[src/hw/rtl/bdpc_pkg.sv]
// Package for the brush dab pixel compositor.
// Holds register indexes, blend modes, control structs and the divide-by-255 helper.
// No dependencies.
package bdpc_pkg;

  // Configuration register indexes
  typedef enum logic [2:0] {
    REG_BRUSH_COLOR   = 3'd0,
    REG_OPACITY       = 3'd1,
    REG_FLOW          = 3'd2,
    REG_WET_MIX       = 3'd3,
    REG_PROTECT_ALPHA = 3'd4,
    REG_LAYER_LOCKED  = 3'd5
  } reg_idx_e;

  // Blend mode of a written pixel
  typedef enum logic [1:0] {
    MODE_ERASE   = 2'd0,
    MODE_PROTECT = 2'd1,
    MODE_NORMAL  = 2'd2
  } mode_e;

  // Flags derived from the configuration registers
  typedef struct packed {
    logic erase;
    logic protect;
    logic locked;
    logic wet_on;
  } cfg_flags_t;

  // Per-pixel control that travels down the pipeline
  typedef struct packed {
    logic  wr;
    mode_e mode;
  } pix_ctl_t;

  localparam int unsigned CfgIndexBits = 3;
  localparam int unsigned CfgDataBits  = 32;

  // Floor of x / 255: refine x/256 estimates, then one correction step
  function automatic logic [31:0] div255(input logic [31:0] x);
    logic [32:0] xw;
    logic [32:0] q0;
    logic [32:0] q1;
    logic [32:0] q2;
    logic [32:0] q3;
    logic [32:0] r;
    xw = {1'b0, x};
    q0 = xw >> 8;
    q1 = (xw + q0) >> 8;
    q2 = (xw + q1) >> 8;
    q3 = (xw + q2) >> 8;
    r  = xw - ((q3 << 8) - q3);
    if (r >= 33'd255) begin
      q3 = q3 + 33'd1;
    end
    return q3[31:0];
  endfunction

endpackage

[src/hw/rtl/bdpc_div.sv]
// Pipelined restoring divider: one quotient bit per stage, three channels share a divisor.
// Depends on bdpc_pkg; side data rides along with each stage.
module bdpc_div import bdpc_pkg::*; #(
  parameter int unsigned CB = 10,
  parameter int unsigned FB = 16,
  parameter int unsigned SW = 42
) (
  input  logic                   clk_i,
  input  logic [CB-1:0]          ld_i,
  input  logic [2:0][2*CB+FB:0]  num_i,
  input  logic [CB+FB:0]         den_i,
  input  logic [SW-1:0]          side_i,
  output logic [2:0][CB-1:0]     quo_o,
  output logic [SW-1:0]          side_o
);

  localparam int unsigned NW = 2*CB + FB + 1;
  localparam int unsigned DW = CB + FB + 1;

  logic [2:0][NW-1:0] rem_q  [CB-1];
  logic [DW-1:0]      den_q  [CB-1];
  logic [2:0][CB-1:0] quo_q  [CB];
  logic [SW-1:0]      side_q [CB];

  for (genvar j = 0; j < CB; j++) begin : g_stage
    localparam int unsigned B = CB - 1 - j;

    logic [2:0][NW-1:0] rem_in, rem_d;
    logic [2:0][CB-1:0] quo_in, quo_d;
    logic [DW-1:0]      den_in;
    logic [SW-1:0]      side_in;
    logic [NW-1:0]      dsh;

    if (j == 0) begin : g_first
      assign rem_in  = num_i;
      assign quo_in  = '0;
      assign den_in  = den_i;
      assign side_in = side_i;
    end else begin : g_next
      assign rem_in  = rem_q[j-1];
      assign quo_in  = quo_q[j-1];
      assign den_in  = den_q[j-1];
      assign side_in = side_q[j-1];
    end

    // Try to subtract the shifted divisor
    always_comb begin
      dsh = NW'(den_in) << B;
      for (int i = 0; i < 3; i++) begin
        if (rem_in[i] >= dsh) begin
          rem_d[i] = rem_in[i] - dsh;
          quo_d[i] = quo_in[i] | (CB'(1) << B);
        end else begin
          rem_d[i] = rem_in[i];
          quo_d[i] = quo_in[i];
        end
      end
    end

    always_ff @(posedge clk_i) begin
      if (ld_i[j]) begin
        quo_q[j]  <= quo_d;
        side_q[j] <= side_in;
      end
    end

    if (j < CB - 1) begin : g_rem
      always_ff @(posedge clk_i) begin
        if (ld_i[j]) begin
          rem_q[j] <= rem_d;
          den_q[j] <= den_in;
        end
      end
    end
  end

  assign quo_o  = quo_q[CB-1];
  assign side_o = side_q[CB-1];

endmodule

[config.mk]
export PLATFORM = sky130hd
export DESIGN_NAME = bdpc_div
export DESIGN_NICKNAME = d
export VERILOG_FILES = /design/src/hw/rtl/bdpc_pkg.sv /design/src/hw/rtl/bdpc_div.sv
export SDC_FILE = /design/constraint.sdc
export NUM_CORES = 2
export LEC_CHECK = 0
export BUFFER_PORTS_ARGS = -buffer_cell sky130_fd_sc_hd__clkbuf_2
export CAP_MARGIN = 20
export CORE_ASPECT_RATIO = 1.5
export CORE_UTILIZATION = 58
export DETAILED_ROUTE_END_ITERATION = 8
export PLACE_DENSITY_LB_ADDON = 0.1
export RECOVER_POWER = 25
export SLEW_MARGIN = 20
export SYNTH_ARGS = -nofsm -noshare
export SYNTH_HDL_FRONTEND = slang
export SYNTH_SLANG_ARGS = --single-unit
[constraint.sdc]
create_clock -name clk_i -period 3.9 [get_ports clk_i]
set_input_delay 0.78 -clock clk_i [delete_from_list [all_inputs] [get_ports clk_i]]
set_output_delay 0.78 -clock clk_i [all_outputs]
set_load 0.02 [all_outputs]
==> results.md <==
- Library cells used by synthesis: 96
- Count of antenna-violating nets left after detailed routing: 0
- EDFF count, synth: 1,827
- CTS H-Tree Depth: 4
- Cell Int Power: 0.0559 W
- Clock period minus worst slack: 4160 ps
- Count of boundary I/O pins: 263
- Design Power: 0.0917 W
- Number of pins exceeding their max-slew limit in the final report: 375
- Die width: 350 um
- Most common cell after layout, fill and taps aside: sky130_fd_sc_hd__edfxtp_1
- Failing checks: DRC, capacitance limit, slew limit, setup timing
- Met2 routed wirelength: 198 mm
- PortBufs: 262
- Final nets: 11,720
- First-pass DRT Iterations: 9
- Height of the die: 524 um
- Cell Count Post-Placement: 12,879
- Required time of the worst setup path: 4500 ps
- Dpl cell area: 117,000 um2
- Reported leakage power: 49.7 nW
- IR drop worst, VDD: 0.503 mV
- Combinational power share: 0.454
- Detailed Route Iter0 Violations: 9,036
- Initial core utilization: 0.584
- Sort of element at the end of the critical path: flop
- Cell Count, Final, Fillers Out: 13,261
- Result of the run: complete, but fails checks
- Number of clock sinks seen by CTS: 1,827
- Top library cells by usage in the layout, fill and taps aside: sky130_fd_sc_hd__edfxtp_1, sky130_fd_sc_hd__buf_4, sky130_fd_sc_hd__ha_1
- Post-Syn Nets: 10,535
- Placement row count: 191
- Post-placement setup slack: -286 ps
- Power density over cell area: 740 nW/um2
- CP cell instances: clkinvlp_4 > ha_1 > nor4_2 > nand2b_1 > nor4_1 > o21ai_1 > a21o_1 > or4_1 > nand2_1 > a21o_1 > a211oi_1 > xnor2_1
- Syn Inst Count: 9,507
- GR Overflow Total: 0
- Number of buffers created by CTS: 176
- GP Congestion: 1.10
- WL/cell: 30.3 um
- Area growth syn-to-layout: 17.4%
- Sum of net half-perimeters after detailed placement: 308 mm
- Total via count in the routed design: 85,483
- Count of hold buffers inserted by post-cts repair: 0
- Hold Path Origin: side_i[23]
- Worst Setup Slack, final: -256 ps
- Met3 routed wirelength: 25.0 mm
- Count of fill cells added during filler insertion: 12,812
- Post-synthesis instance area: 106,000 um2
- Part of the power in the clock network: 0.192
- Die area: 184,000 um2
- Final hold violations: 0
- Clock tree root buffer cell: sky130_fd_sc_hd__clkbuf_16
- Core area: 181,000 um2
- FF+latch count, synth: 1,827
- Headroom to the max-slew limit: -1.63
- Worst-skew pair later-pin latency: 890 ps
- Reg-to-Reg Start: den_q[0][161]
- Crit Path Category: flop to flop
- GRT Overall Usage: 0.430
- Synth Flop Type: sky130_fd_sc_hd__edfxtp_1
- Critical path launch point type: flop
- Cell mode on critical path: sky130_fd_sc_hd__a21o_1
- Slowest stage delay, CP: 630 ps
- Register area share after synthesis: 0.520
- Slew @ Worst Pin: 3950 ps
- Max layer used: met5
- Data arrival time at the worst-slack endpoint: 4760 ps
- Switching pwr: 0.0358 W
- Relative contribution of sequential cells to total power: 0.353
- Setup clock skew after layout: 107 ps
- Max Root-Sink Buffers: 4
- Worst setup path start: den_q[0][161]
- Warnings from Yosys: 0
- Wl on met1: 112 mm
- TritonCTS clock tree: built
- Post-route cell area: 124,000 um2
- Maximum number of pins on one net before global-route repair: 85
- First-pass GRT wire length: 565 mm
- Vias in the first global route: 86,339
- Drc violations: 2
- Mapped Avg Cell Area: 11.1 um2
- Vias per std cell: 6.45
- Clock transition at the register clock pins on the worst setup and hold paths after CTS: 80 ps
- Max Clock Freq: 241 MHz
- Fraction of final layout cells sized beyond drive strength 1: 0.168
- Proportion of total power due to net switching: 0.390
- Top fanout value on the critical path: 5
- Post-synthesis async set-or-reset flop share: 0
- Number of antenna violations at the first check in global routing: 27
- Number of max-cap violations: 6
- Max stage delay cell, worst path: sky130_fd_sc_hd__xnor2_1
- Aggregate routed wire length: 402 mm
- Post-route fraction of the period consumed by the critical path: 1.07
- Setup repair after global routing missed its margin: true
- Type of the tightest min-delay check: input pin to flop
- Final setup viols: 20
[cell type report]
type,instances,area [um2],share of cell area
clock buffer,194,4510,0.0364
tap,2412,3020,0.0244
inverter,490,1890,0.0153
timing repair buffer,1250,9670,0.0780
sequential,1827,54900,0.443
antenna,19,47.5,0.000384
clock inverter,122,1250,0.0101
multi-input combinational,6947,48700,0.393
[path summary, 6_finish.rpt]
check	end	slack (ps)	depth (start not counted)
setup / recovery	rem_q[0][696]	-260	12
hold / removal	side_q[0][23]	60	1
setup reg to reg	rem_q[0][696]	-260	12
hold reg to reg	quo_q[4][6]	390	0
[cell families (layout without fill, tap and decap cells)]
family | Yosys count | in the layout | share of synthesized area
flip-flops | 1827 | 1827 | 0.520
adder cells (fa/ha/maj) | 837 | 837 | 0.101
AO/OA/AOI/OAI | 2688 | 2688 | 0.159
other | 0 | 19 | 0
AND/OR/NAND/NOR | 2562 | 2562 | 0.118
XOR/XNOR | 699 | 699 | 0.0580
buffers and inverters | 733 | 2056 | 0.0264
multiplexers | 161 | 161 | 0.0170
[critical path, delay by kind of cell (launching register included)]
family / cells / cell delay (ps)
AOI/OAI and AO/OA: 4 / 800
xor gates and xnor gates: 1 / 630
adders and majority gates: 1 / 320
buffers and inverters: 1 / 150
DFF: 1 / 440
and+or+nand+nor: 5 / 1510
[cells in the mapped netlist (all sizes together), types with 28 or more instances]
cell     count  area share
nand2      749       0.027
mux2       149       0.016
o21ai      706       0.033
a2111oi     28      0.0025
nand2b     132      0.0078
nor2b      135      0.0080
o21bai      94      0.0067
and3        72      0.0043
nor2       669       0.024
xnor2      387       0.032
a21o       375       0.027
o31a        28      0.0023
nand3      155      0.0074
o21a       123      0.0088
and2        47      0.0028
nand4b      31      0.0026
a211oi      87      0.0063
a31oi       83      0.0050
o31ai       64      0.0049
or2         29      0.0017
clkbuf     193      0.0069
buf         50      0.0021
nor4b       29      0.0025
inv        488       0.017
or3         59      0.0035
xor2       312       0.026
nor4        73      0.0043
a21oi      810       0.038
nand4      123      0.0073
ha         810       0.096
nor3       157      0.0075
o211ai      39      0.0028
edfxtp    1827        0.52
[sequential cells by signal, indices dropped and copies added (netlist names)]
name	cells
quo_q	165
den_q	243
rem_q	999
side_q	420
[per-stage QoR]
step	TNS [ps]	hold slack, ps	util
global placement	-8200	400	0.648
finish	-1160	57.2	0.686
CTS	-71.7	36.4	0.681
detailed placement	-14440	405	0.648
floorplan	0	400	-
global route	-3850	47.2	0.686
[layer usage]
layer,global-route usage,vias up
li1,-,38035
met1,0.363,40067
met2,0.759,5116
met3,0.0783,2259
met4,0.554,6
met5,0.00419,-
[power by group through the flow]
stage	clock network [W]	logic [W]	registers, W
detailed placement	0	0.0388	0.0323
finish	0.0176	0.0417	0.0324
floorplan	0	0.0261	0.0305
global placement	0	0.0376	0.0321
CTS	0.0176	0.0397	0.0320
global route	0.0183	0.0446	0.0326
[timing repair]
action / CTS / global route
setup buffers: 8 / 35
cloned: 0 / 4
setup endpoints to repair: 121 / 303
pin swaps: 10 / 35
gates resized for setup: 27 / 145
(Power assumes the default switching activity.)
