===== src/hw/rtl/bdpc_pkg.sv =====
// Package for the brush dab pixel compositor.
// Holds register indexes, blend modes, control structs and the divide-by-255 helper.
// No dependencies.
package bdpc_pkg;

  // Configuration register indexes
  typedef enum logic [2:0] {
    REG_BRUSH_COLOR   = 3'd0,
    REG_OPACITY       = 3'd1,
    REG_FLOW          = 3'd2,
    REG_WET_MIX       = 3'd3,
    REG_PROTECT_ALPHA = 3'd4,
    REG_LAYER_LOCKED  = 3'd5
  } reg_idx_e;

  // Blend mode of a written pixel
  typedef enum logic [1:0] {
    MODE_ERASE   = 2'd0,
    MODE_PROTECT = 2'd1,
    MODE_NORMAL  = 2'd2
  } mode_e;

  // Flags derived from the configuration registers
  typedef struct packed {
    logic erase;
    logic protect;
    logic locked;
    logic wet_on;
  } cfg_flags_t;

  // Per-pixel control that travels down the pipeline
  typedef struct packed {
    logic  wr;
    mode_e mode;
  } pix_ctl_t;

  localparam int unsigned CfgIndexBits = 3;
  localparam int unsigned CfgDataBits  = 32;

  // Floor of x / 255: refine x/256 estimates, then one correction step
  function automatic logic [31:0] div255(input logic [31:0] x);
    logic [32:0] xw;
    logic [32:0] q0;
    logic [32:0] q1;
    logic [32:0] q2;
    logic [32:0] q3;
    logic [32:0] r;
    xw = {1'b0, x};
    q0 = xw >> 8;
    q1 = (xw + q0) >> 8;
    q2 = (xw + q1) >> 8;
    q3 = (xw + q2) >> 8;
    r  = xw - ((q3 << 8) - q3);
    if (r >= 33'd255) begin
      q3 = q3 + 33'd1;
    end
    return q3[31:0];
  endfunction

endpackage


===== src/hw/rtl/bdpc_cfg.sv =====
// Configuration registers of the compositor and values derived from them.
// Depends on bdpc_pkg (register indexes, flags struct, div255).
module bdpc_cfg import bdpc_pkg::*; #(
  parameter int unsigned CB = 10,
  parameter int unsigned FB = 16
) (
  input  logic                    clk_i,
  input  logic                    rst_ni,
  input  logic                    cfg_valid_i,
  output logic                    cfg_ready_o,
  input  logic [CfgIndexBits-1:0] cfg_index_i,
  input  logic [CfgDataBits-1:0]  cfg_data_i,
  output logic [FB:0]             af_o,
  output logic [2:0][CB-1:0]      src_o,
  output logic [FB:0]             w_o,
  output logic [FB:0]             wn_o,
  output logic [FB:0]             opacity_o,
  output logic [FB:0]             flow_o,
  output cfg_flags_t              flags_o
);

  localparam logic [FB:0] One = {1'b1, {FB{1'b0}}};

  logic [31:0] brush_q;
  logic [FB:0] opacity_q;
  logic [FB:0] flow_q;
  logic [FB:0] wet_q;
  logic        protect_q;
  logic        locked_q;

  logic [FB:0]          af_d, af_q;
  logic [2:0][CB-1:0]   src_d, src_q;
  logic [FB:0]          w_d, w_q;
  logic [FB:0]          wn_d, wn_q;
  cfg_flags_t           flags_d, flags_q;

  assign cfg_ready_o = 1'b1;

  // Take one register beat
  always_ff @(posedge clk_i or negedge rst_ni) begin
    if (!rst_ni) begin
      brush_q   <= '0;
      opacity_q <= One;
      flow_q    <= One;
      wet_q     <= '0;
      protect_q <= 1'b0;
      locked_q  <= 1'b0;
    end else if (cfg_valid_i) begin
      case (reg_idx_e'(cfg_index_i))
        REG_BRUSH_COLOR:   brush_q   <= cfg_data_i;
        REG_OPACITY:       opacity_q <= cfg_data_i[FB:0];
        REG_FLOW:          flow_q    <= cfg_data_i[FB:0];
        REG_WET_MIX:       wet_q     <= cfg_data_i[FB:0];
        REG_PROTECT_ALPHA: protect_q <= cfg_data_i[0];
        REG_LAYER_LOCKED:  locked_q  <= cfg_data_i[0];
        default: ;
      endcase
    end
  end

  // Derive brush alpha factor, widened colour and wet weights
  always_comb begin
    logic [7:0]  ba;
    logic [31:0] af_x;
    logic [31:0] af_full;
    logic [31:0] cx;
    logic [31:0] sx;
    logic [FB:0] wsat;
    ba      = brush_q[31:24];
    flags_d.erase   = (ba == 8'd0) && !protect_q;
    flags_d.protect = protect_q;
    flags_d.locked  = locked_q;
    flags_d.wet_on  = (wet_q != '0);
    af_x    = ({24'd0, ba} << FB) + 32'd127;
    af_full = div255(af_x);
    af_d    = flags_d.erase ? One : af_full[FB:0];
    for (int i = 0; i < 3; i++) begin
      cx = {24'd0, brush_q[16-8*i +: 8]};
      sx = div255((cx << CB) - cx + 32'd127);
      src_d[i] = sx[CB-1:0];
    end
    wsat = (wet_q > One) ? One : wet_q;
    w_d  = wsat;
    wn_d = One - wsat;
  end

  // Refresh derived values every cycle
  always_ff @(posedge clk_i or negedge rst_ni) begin
    if (!rst_ni) begin
      flags_q <= '0;
    end else begin
      flags_q <= flags_d;
    end
  end

  always_ff @(posedge clk_i) begin
    af_q  <= af_d;
    src_q <= src_d;
    w_q   <= w_d;
    wn_q  <= wn_d;
  end

  assign af_o      = af_q;
  assign src_o     = src_q;
  assign w_o       = w_q;
  assign wn_o      = wn_q;
  assign opacity_o = opacity_q;
  assign flow_o    = flow_q;
  assign flags_o   = flags_q;

endmodule


===== config.mk =====
export PLATFORM = sky130hd
export DESIGN_NAME = bdpc_cfg
export DESIGN_NICKNAME = d
export VERILOG_FILES = /design/src/hw/rtl/bdpc_pkg.sv /design/src/hw/rtl/bdpc_cfg.sv
export SDC_FILE = /design/constraint.sdc
export NUM_CORES = 1
export LEC_CHECK = 0
export BUFFER_PORTS_ARGS = -buffer_cell sky130_fd_sc_hd__clkbuf_2
export CAP_MARGIN = 0
export CORE_MARGIN = 2
export CORE_UTILIZATION = 60
export DETAILED_ROUTE_END_ITERATION = 7
export GPL_TIMING_DRIVEN = 1
export MAX_ROUTING_LAYER = met4
export PLACE_DENSITY = 0.92
export SETUP_SLACK_MARGIN = 0.5
export SYNTH_ARGS = -nofsm -noshare
export SYNTH_HDL_FRONTEND = slang
export SYNTH_SLANG_ARGS = --single-unit

===== constraint.sdc =====
create_clock -name clk_i -period 23.1 [get_ports clk_i]
set_clock_uncertainty 0.1 [all_clocks]
set_input_delay 1.155 -clock clk_i [delete_from_list [all_inputs] [get_ports clk_i]]
set_output_delay 1.155 -clock clk_i [all_outputs]
set_load 0.005 [all_outputs]

==> results.txt <==
The gate count of the mapped netlist was 2,654; the die extent in x was 192 um. The initial antenna violation count is 1. The tools report the global-route wire length before repair as 96,200 um. The worst path uses 68.5% of the clock period. The logs give 23.6% for the tightest slew margin relative to the limit and 68 for the row count. The start point of the worst min-delay path is locked_q. The root buffer cell was clkbuf_16.

Number of port buffers: 156. At the worst endpoint, the arrival time is 16.05 ns. Counting instances in the post-synthesis netlist gives the leading cell types as ha_1 (282), inv_1 (263), nor2_1 (190). Counting instances, the worst hold path has a depth of 0. For the via count of the routed design, the log shows 20,800.

The most numerous cell type found on the critical path is a21oi_1. STA classifies the critical path startpoint as a flop. For this configuration, the core starts out at a cell density of 61.3%. During synthesis, Yosys emitted a total of 0 warnings.

At the pin with the least slew margin, the transition time is 1.13 ns. For this run, the slowest stage of the critical path takes 0.78 ns. For this run, the post-layout net count is 3,180. The number of buffers added by the clock tree synthesis step was 17; the maximum buffer depth of the clock tree was 2. In the synthesized netlist the async set-or-reset flop fraction comes to 52.7%.

For the worst setup path, the data required time is 23.33 ns. The tools report the number of global-route vias before repair as 19,500. The tools report the netlist area before placement as 0.0213 mm^2. The path class of the tightest hold or removal check is flop to flop. The tools report the capture point of the worst reg-to-reg path as src_o[8].

The H-tree was split into 4 levels. The layout filler cell count came out at 2,832. The tools report the endpoint of the worst hold-timing path as flags_o[1]. The number of gates resized after CTS was 0. The number of I/O pins is 158, and the count of flip-flops with a built-in enable after synthesis is 0. The run finished with clean final reports. Dividing the detail-routed wire length by the instance count gives 18.3 um. For the sink count of the clock tree, the log shows 169. Among all flip-flop cells after synthesis, the most frequent one is dfrtp_1.

Once detailed placement completed, the half-perimeter wirelength came to 48,200 um. The proportion of layout cells with a drive suffix above 1 was 11.7%; the placer's final routability congestion estimate was 1.03. Final hold violation count: 0. The per-instance average area after synthesis is 8.01 um^2. Global routing consumed, over all layers together, 33.2% of the routing resources. After clock tree synthesis, the flow added hold-fix buffers numbering 0. The logs give 0.46 ns for the clock insertion delay at the later pin of the skew report and 7.28 ns for the minimum setup slack among reg-to-reg paths. For this run, the top clock speed supported by timing is 63.2 MHz. The run gives 66.9% as the final core utilization. TritonCTS built the clock tree. Setup violations remaining at the end of the flow were counted as 0.

The count of antenna-violating nets left after detailed routing is 0, and the number of library cell types mapped by synthesis is 108. The biggest area consumer among synthesized cells was ha_1. Hold is met by 0.279 ns. The synthesized design contains 169 register bits. The relative area change from synthesis to final layout was 9.21%; the full die area was 0.0370 mm^2.

The clock transition at the register clock pins on the worst setup and hold paths after CTS was 0.08 ns; the final sum of negative setup slack was 0 ns. The tools report the aggregate routed wire length as 60,400 um. The iteration-0 DRC count of the detailed router was 1,664. The tool flagged a number of max-cap violations equal to 0. The tools report the remaining routing DRC violations as 0. The area of the core came out at 0.0347 mm^2. In the post-synthesis netlist, the biggest area contributors are ha_1 (17%), dfrtp_1 (10%), dfxtp_1 (7.5%). Once routing completed, OpenROAD measured the worst setup slack at 7.28 ns. The worst register-to-register path begins at brush_q[16].

Of all nets on the critical path, the largest fanout is 16. Measured in cells, the most critical reg-to-reg path has a length of 60. After synthesis, the largest area contributor takes up 16.6% of total cell area.

The number of slew-limit violations in the final report came out at 0. The repair_antennas step left the layout with diodes totalling 0. The first TritonRoute pass finished after 7 iterations. The count of buffers added by post-CTS timing repair for setup was 0; the post-route minimum period was 15.82 ns. Dividing the detail-routed via count by the number of cells gives 6.29.

At the placement stage, the worst setup path has a slack of 7.73 ns. Height of the die: 192 um. Setup repair after global routing left no endpoint under its margin. The sequential area share after synthesis was 18.0%.

STA classifies the critical path endpoint as a flop. Most frequently used cell type in the post-synthesis netlist: ha_1. For this design, the slowest cell found on the critical path is o31ai_1. After global routing the overflow that remains totals 0.

The maximum number of pins on one net before global-route repair was 58. The critical path is of the flop to flop type.
placed cells by master, fill, tap and decap left out, drive strengths merged, types with 35 or more instances in the layout:
master and n:
ha 282, inv 272, nor2 190, nand2 176, clkbuf 173, a21oi 154
xnor2 148, o21ai 131, dfrtp 87, nor3 86, conb 82, mux2 82
dfxtp 80, xor2 65, nand3 60, a21o 58, nor2b 54, o21a 45
and2 37, nand2b 35
final cells by class:
cell class | count | area (um^2) | share of cell area [%]
repair buffers | 162 | 828 | 3.57
clock inverters | 14 | 158 | 0.679
inverters | 264 | 991 | 4.27
multi-input cells | 2219 | 16400 | 70.7
well taps | 455 | 569 | 2.45
clock buffers | 18 | 439 | 1.89
flip-flops and latches | 169 | 3830 | 16.5
worst max-delay path, delay by kind of cell, from the launching register on:
kind                     cells  cell delay, ns
flip-flops                   1            0.56
buffers and inverters        4            0.71
adder cells (fa/ha/maj)      6            2.20
AO/OA/AOI/OAI               23            6.16
multiplexers                 1            0.30
XOR/XNOR                     4            0.82
AND/OR/NAND/NOR             22            4.84
sequential cells by signal, summed over array words and instances (netlist names), 4 cells and up:
name       flops
brush_q       32
src_o         30
af_o          17
flow_o        17
opacity_o     17
wet_q         17
wn_o          17
w_o           16
flags_o        4
worst max path at each step:
stage                      to        start
global route        src_o[28]   brush_q[0]
global placement    src_o[28]   brush_q[0]
detailed placement   src_o[8]  brush_q[16]
floorplan           src_o[28]   brush_q[0]
CTS                 src_o[28]   brush_q[0]
finish               src_o[8]  brush_q[16]
stage by stage:
stage / cells / cell area [um^2]
detailed placement: 3269 / 22600
CTS: 3301 / 23200
global placement: 3269 / 22600
floorplan: 2734 / 21600
global route: 3301 / 23200
finish: 3301 / 23200
cells by family (layout without fill, tap and decap cells):
group                    after synthesis  after routing  synth area share (%)
AND/OR/NAND/NOR                      837            837                  20.5
multiplexers                         106            106                  5.47
adder cells (fa/ha/maj)              309            309                  19.1
XOR/XNOR                             213            213                  8.81
other                                  2             82                0.0353
buffers and inverters                346            458                  6.28
flip-flops                           169            169                  18.0
AO/OA/AOI/OAI                        672            672                  21.8
metal layers:
layer	track usage, %	vias to the layer above	part of all wire [%]
met3	4.96	214	7.1
li1	-	9870	-
met5	-	-	0
met2	54.5	958	46
met1	40.3	9721	42
met4	14.9	0	4.4
Power is left out: the tool's default activity adds up to more than one toggle a clock period on the data nets, which glitch-free logic cannot reach.
